### src/hdl/skd_pkg.sv
`timescale 1ns / 1ps
// ----------------------------------------------------------------------------
// skd_pkg: shared types and helpers for the sorted key dictionary
// Operation and status codes, controller states, cell control and key folding.
// ----------------------------------------------------------------------------
package skd_pkg;

    localparam int CAPACITY   = 64;
    localparam int VALUE_BITS = 32;
    localparam int KEY_BITS   = 64;
    localparam int KIND_BITS  = 2;
    localparam int STAT_BITS  = 2;

    typedef enum logic [KIND_BITS-1:0] {
        KIND_SEARCH = 2'd0,
        KIND_INSERT = 2'd1,
        KIND_REMOVE = 2'd2,
        KIND_SPARE  = 2'd3
    } t_kind;

    typedef enum logic [STAT_BITS-1:0] {
        STAT_OK        = 2'd0,
        STAT_NOT_FOUND = 2'd1,
        STAT_EXISTS    = 2'd2,
        STAT_FULL      = 2'd3
    } t_status;

    typedef enum logic [1:0] {
        ST_IDLE,
        ST_CMP,
        ST_EXEC
    } t_state;

    // control broadcast to every cell
    typedef struct packed {
        logic cmp_en;
        logic ins_en;
        logic rem_en;
    } t_cell_ctrl;

    // lower-case ascii letters, zero every byte after the first zero byte
    function automatic logic [KEY_BITS-1:0] norm_key(input logic [KEY_BITS-1:0] k);
        logic [KEY_BITS-1:0] r;
        logic                ended;
        logic [7:0]          b;
        r     = '0;
        ended = 1'b0;
        for (int i = 7; i >= 0; i--) begin
            b = k[i*8 +: 8];
            if (ended || (b == 8'h00)) begin
                ended = 1'b1;
                b     = 8'h00;
            end else if ((b >= 8'h41) && (b <= 8'h5A)) begin
                b = b + 8'h20;
            end
            r[i*8 +: 8] = b;
        end
        return r;
    endfunction

endpackage

### src/hdl/skd_cell.sv
`timescale 1ns / 1ps
// ----------------------------------------------------------------------------
// skd_cell: one slot of the sorted table
// Holds a folded key and its value, compares against the broadcast key and
// shifts toward either neighbor on insert or remove.
// ----------------------------------------------------------------------------
module skd_cell #(
    parameter int VALUE_BITS = skd_pkg::VALUE_BITS
) (
    input  logic                          i_clk,
    input  logic                          i_rst_n,
    input  skd_pkg::t_cell_ctrl           i_ctrl,
    input  logic                          i_valid,
    input  logic [skd_pkg::KEY_BITS-1:0]  i_key,
    input  logic [VALUE_BITS-1:0]         i_value,
    input  logic                          i_flag,
    input  logic                          i_prev_lt,
    input  logic [skd_pkg::KEY_BITS-1:0]  i_left_key,
    input  logic [VALUE_BITS-1:0]         i_left_value,
    input  logic                          i_left_flag,
    input  logic [skd_pkg::KEY_BITS-1:0]  i_right_key,
    input  logic [VALUE_BITS-1:0]         i_right_value,
    input  logic                          i_right_flag,
    output logic [skd_pkg::KEY_BITS-1:0]  o_key,
    output logic [VALUE_BITS-1:0]         o_value,
    output logic                          o_flag,
    output logic                          o_lt,
    output logic                          o_eq
);

    logic [skd_pkg::KEY_BITS-1:0] r_key;
    logic [VALUE_BITS-1:0]        r_value;
    logic                         r_flag;
    logic                         r_lt;
    logic                         r_eq;

    always_ff @(posedge i_clk) begin
        if (!i_rst_n) begin
            r_lt <= 1'b0;
            r_eq <= 1'b0;
        end else if (i_ctrl.cmp_en) begin
            r_lt <= i_valid && (r_key < i_key);
            r_eq <= i_valid && (r_key == i_key);
        end
    end

    // cells at or past the insert/remove point take a neighbor's entry, or the new one at the insert point
    always_ff @(posedge i_clk) begin
        if (i_ctrl.ins_en && !r_lt) begin
            if (i_prev_lt) begin
                r_key   <= i_key;
                r_value <= i_value;
                r_flag  <= i_flag;
            end else begin
                r_key   <= i_left_key;
                r_value <= i_left_value;
                r_flag  <= i_left_flag;
            end
        end else if (i_ctrl.rem_en && !r_lt) begin
            r_key   <= i_right_key;
            r_value <= i_right_value;
            r_flag  <= i_right_flag;
        end
    end

    assign o_key   = r_key;
    assign o_value = r_value;
    assign o_flag  = r_flag;
    assign o_lt    = r_lt;
    assign o_eq    = r_eq;

endmodule

### config.mk
export PLATFORM = sky130hd
export DESIGN_NAME = skd_cell
export DESIGN_NICKNAME = d
export VERILOG_FILES = /design/src/hdl/skd_pkg.sv /design/src/hdl/skd_cell.sv
export SDC_FILE = /design/constraint.sdc
export NUM_CORES = 1
export LEC_CHECK = 0
export BUFFER_PORTS_ARGS = -buffer_cell sky130_fd_sc_hd__buf_2
export CORE_AREA = 2 2 154 156
export DETAILED_ROUTE_END_ITERATION = 8
export DIE_AREA = 0 0 156 158
export GPL_TIMING_DRIVEN = 0
export PLACE_DENSITY = 0.57
export SLEW_MARGIN = 10
export SYNTH_ARGS = -nofsm -noshare
export SYNTH_HDL_FRONTEND = slang
export SYNTH_SLANG_ARGS = --single-unit
### constraint.sdc
create_clock -name i_clk -period 6.3 [get_ports i_clk]
set_input_delay 0.63 -clock i_clk [delete_from_list [all_inputs] [get_ports i_clk]]
set_output_delay 0.63 -clock i_clk [all_outputs]
set_load 0.02 [all_outputs]
==> metrics.md <==
| Metric | Value |
|---|---|
| Outcome | finished, final reports clean |
| Gr busiest metal | met2 |
| Number of synthesized flops with an enable pin | 97 |
| Starting Density | 28.5% |
| Static Leak | 0.00481 uW |
| Vias in the first global route | 6141 |
| FMAX | 417 MHz |
| # rows | 56 |
| I/O pin count | 397 |
| Peak supply drop | 0.104 mV |
| Critical path peak fanout | 3 |
| Fill count | 2383 |
| Fin crit period | 2.40 ns |
| Worst-Skew Late Latency | 0.35 ns |
| Via count | 6329 |
| Hold-fix buffers, CTS | 0 |
| Worst Max-Slew Pin Slew | 0.748 ns |
| Drt pass-1 iters | 4 |
| CP startpoint | o_key[59]$_DFFE_PP_ |
| Die width | 156 um |
| Hold WC Path Type | in2reg |
| Type of the worst setup path | reg2reg |
| Final period utilization | 38.0% |
| First-pass GRT wire length | 33600 um |
| Met2 GRT Util | 32.3% |
| Worst path required time | 6.53 ns |
| R2R Path Start | o_key[59]$_DFFE_PP_ |
| Max-slew violation count | 0 |
| Mapped Cells | 662 |
| Root Driver | clkbuf_16 |
| Synth Cell Area | 6580 um^2 |
| Ys flop type | edfxtp_1 |
| Core area | 23100 um^2 |
| Seq/Total Area, Yosys | 44.9% |
| Nets | 1433 |
| Layout cells sized above 1 | 40.6% |
| Worst-path clk slew | 0.08 ns |
| Initial antenna violation count | 1 |
| Total CTS buffers | 9 |
| Sequential Area | 2950 um^2 |
| Power Dens Cells | 222 nW/um^2 |
| Die ar. | 24600 um^2 |
| # resized after CTS | 0 |
| Global-route usage over all layers | 17.9% |
| Post-DP HPWL | 19100 um |
| Endpoint class of the critical path | flip-flop |
| Worst-case clock skew | 0.0148 ns |
| Dpl cells | 1350 |
| Met1 usage | 21.2% |
| Clk sink count | 99 |
| CP startpoint kind | flip-flop |
| Routed Antenna Nets | 0 |
| Asr flop ratio synth | 0% |
| WL final | 23200 um |
| Vias per cell | 4.63 |
| Max cap viols | 0 |
| Hold Startpoint | i_rst_n |
| Die height | 158 um |
| RePlAce Congestion | 0.827 |
| Yosys warnings | 0 |
| CTS tree | done |
| Total Power | 2070 uW |
| RSZ-0062 raised after global routing | no |
| Post-Layout Cell Count | 1366 |
| Slew Limit Headroom | 50.1% |
| Synth Register Bits | 99 |
| Final setup viols | 0 |
| Wire length per cell | 17.0 um |
| # port buffers | 395 |
| Synthesized Nets | 1024 |
| Depth of the CTS H-tree | 3 |
| Iter 0 DRT Violations | 296 |
| GR Overflow Total | 0 |
| GR met3 Demand/Resource | 3.91% |
| Post CTS Setup Buffer Count | 0 |
| Syn Area/Cell | 9.94 um^2 |
| Deepest clock path buffer count | 2 |
| Largest net degree at the start of global routing | 29 |
| Area growth syn-to-layout | 41.1% |
| Crit path arrival time | 2.63 ns |
| Hold Fails Final Rpt | 0 |
| Multi-input gate area | 3240 um^2 |
| DRC viols | 0 |
| Synth cell types | 34 |
-- critical path, cell delays in order, from the launching register on --
cell	delay, ns
edfxtp_1	0.43
ha_1	0.34
nand4_1	0.17
nor4_1	0.62
nand2_1	0.30
nor2_1	0.16
o31a_1	0.19
o31ai_2	0.07
-- cells by family (layout without fill, tap and decap cells) --
kind of cell,after synthesis,in the layout,synth area share (%)
AO/OA/AOI/OAI,150,150,12.2
adder cells (fa/ha/maj),64,64,12.2
buffers and inverters,97,510,5.93
flip-flops,99,99,44.9
multiplexers,97,97,14.8
other,0,1,0
AND/OR/NAND/NOR,155,155,10.1
-- stage by stage --
step                hold slack (ns)  cell area [um^2]  setup WS [ns]  util [%]  TNS [ns]
floorplan                     0.594              6580          0.994         -         0
global placement              0.570              8920          -1.38      38.7   -132.17
detailed placement            0.590              8990           3.60      39.0         0
CTS                           0.526              9280           3.94      40.3         0
global route                  0.535              9280           3.69      40.3         0
finish                        0.540              9290           3.90      40.3         0
-- placed cells by master (no fill, tap or decap), types with 2 or more instances in the layout --
cell        count
nand3_1        10
mux2i_1        97
nand4_1        12
dfxtp_1         2
buf_12          3
a211oi_1        2
nand2_1       113
o21ai_0       104
edfxtp_1       97
nor2_1          8
a21o_1          5
clkbuf_16       9
buf_2         413
a21oi_1        30
inv_1          65
inv_6           3
clkinvlp_4      2
ha_1           64
nor3_1          4
clkbuf_1       12
-- Yosys cell counts, types with 2 or more instances --
library cell	number	area share [%]
nand2_1	113	6.4
o21ai_0	104	7.9
edfxtp_1	97	44
mux2i_1	97	15
inv_1	65	3.7
ha_1	64	12
a21oi_1	30	2.3
buf_2	18	1.4
clkbuf_1	12	0.68
nand4_1	12	1.1
nand3_1	10	0.76
nor2_1	9	0.51
a21o_1	5	0.57
nor3_1	4	0.30
a211oi_1	2	0.23
dfxtp_1	2	0.61
-- layout make-up --
cell class / instances / share of cell area, %
Antenna cell: 1 / 0.0270
Buffer: 32 / 1.58
Clock buffer: 9 / 2.43
Clock inverter: 6 / 0.768
Inverter: 65 / 2.63
Multi-Input combinational cell: 466 / 34.9
Sequential cell: 99 / 31.8
Tap cell: 290 / 3.91
Timing Repair Buffer: 398 / 21.9
-- state kept, by name, summed over array words and instances (netlist names) --
register,flops
o_lt,1
o_value,32
o_key,64
o_flag,1
o_eq,1
-- worst paths after layout --
kind / slack [ns] / depth (start not counted) / to
worst max-delay path: 3.90 / 7 / o_lt$_SDFFE_PN0P_
worst min-delay path: 0.54 / 2 / o_eq$_SDFFE_PN0P_
worst max register to register: 3.90 / 7 / o_lt$_SDFFE_PN0P_
worst min register to register: 0.60 / 2 / o_eq$_SDFFE_PN0P_
-- layer usage --
metal / share of wire, % / up-vias
li1: - / 3199
met1: 41 / 2839
met2: 50 / 261
met3: 7.2 / 30
met4: 2.0 / 0
met5: 0 / -
-- where the power goes --
part	internal, uW	leakage (uW)	switching (uW)
registers	831	0.00101	39.2
logic	246	0.00366	373
clock network	311	0.000139	266
total	1390	0.00481	678
Power figures use the tool's default switching activity.
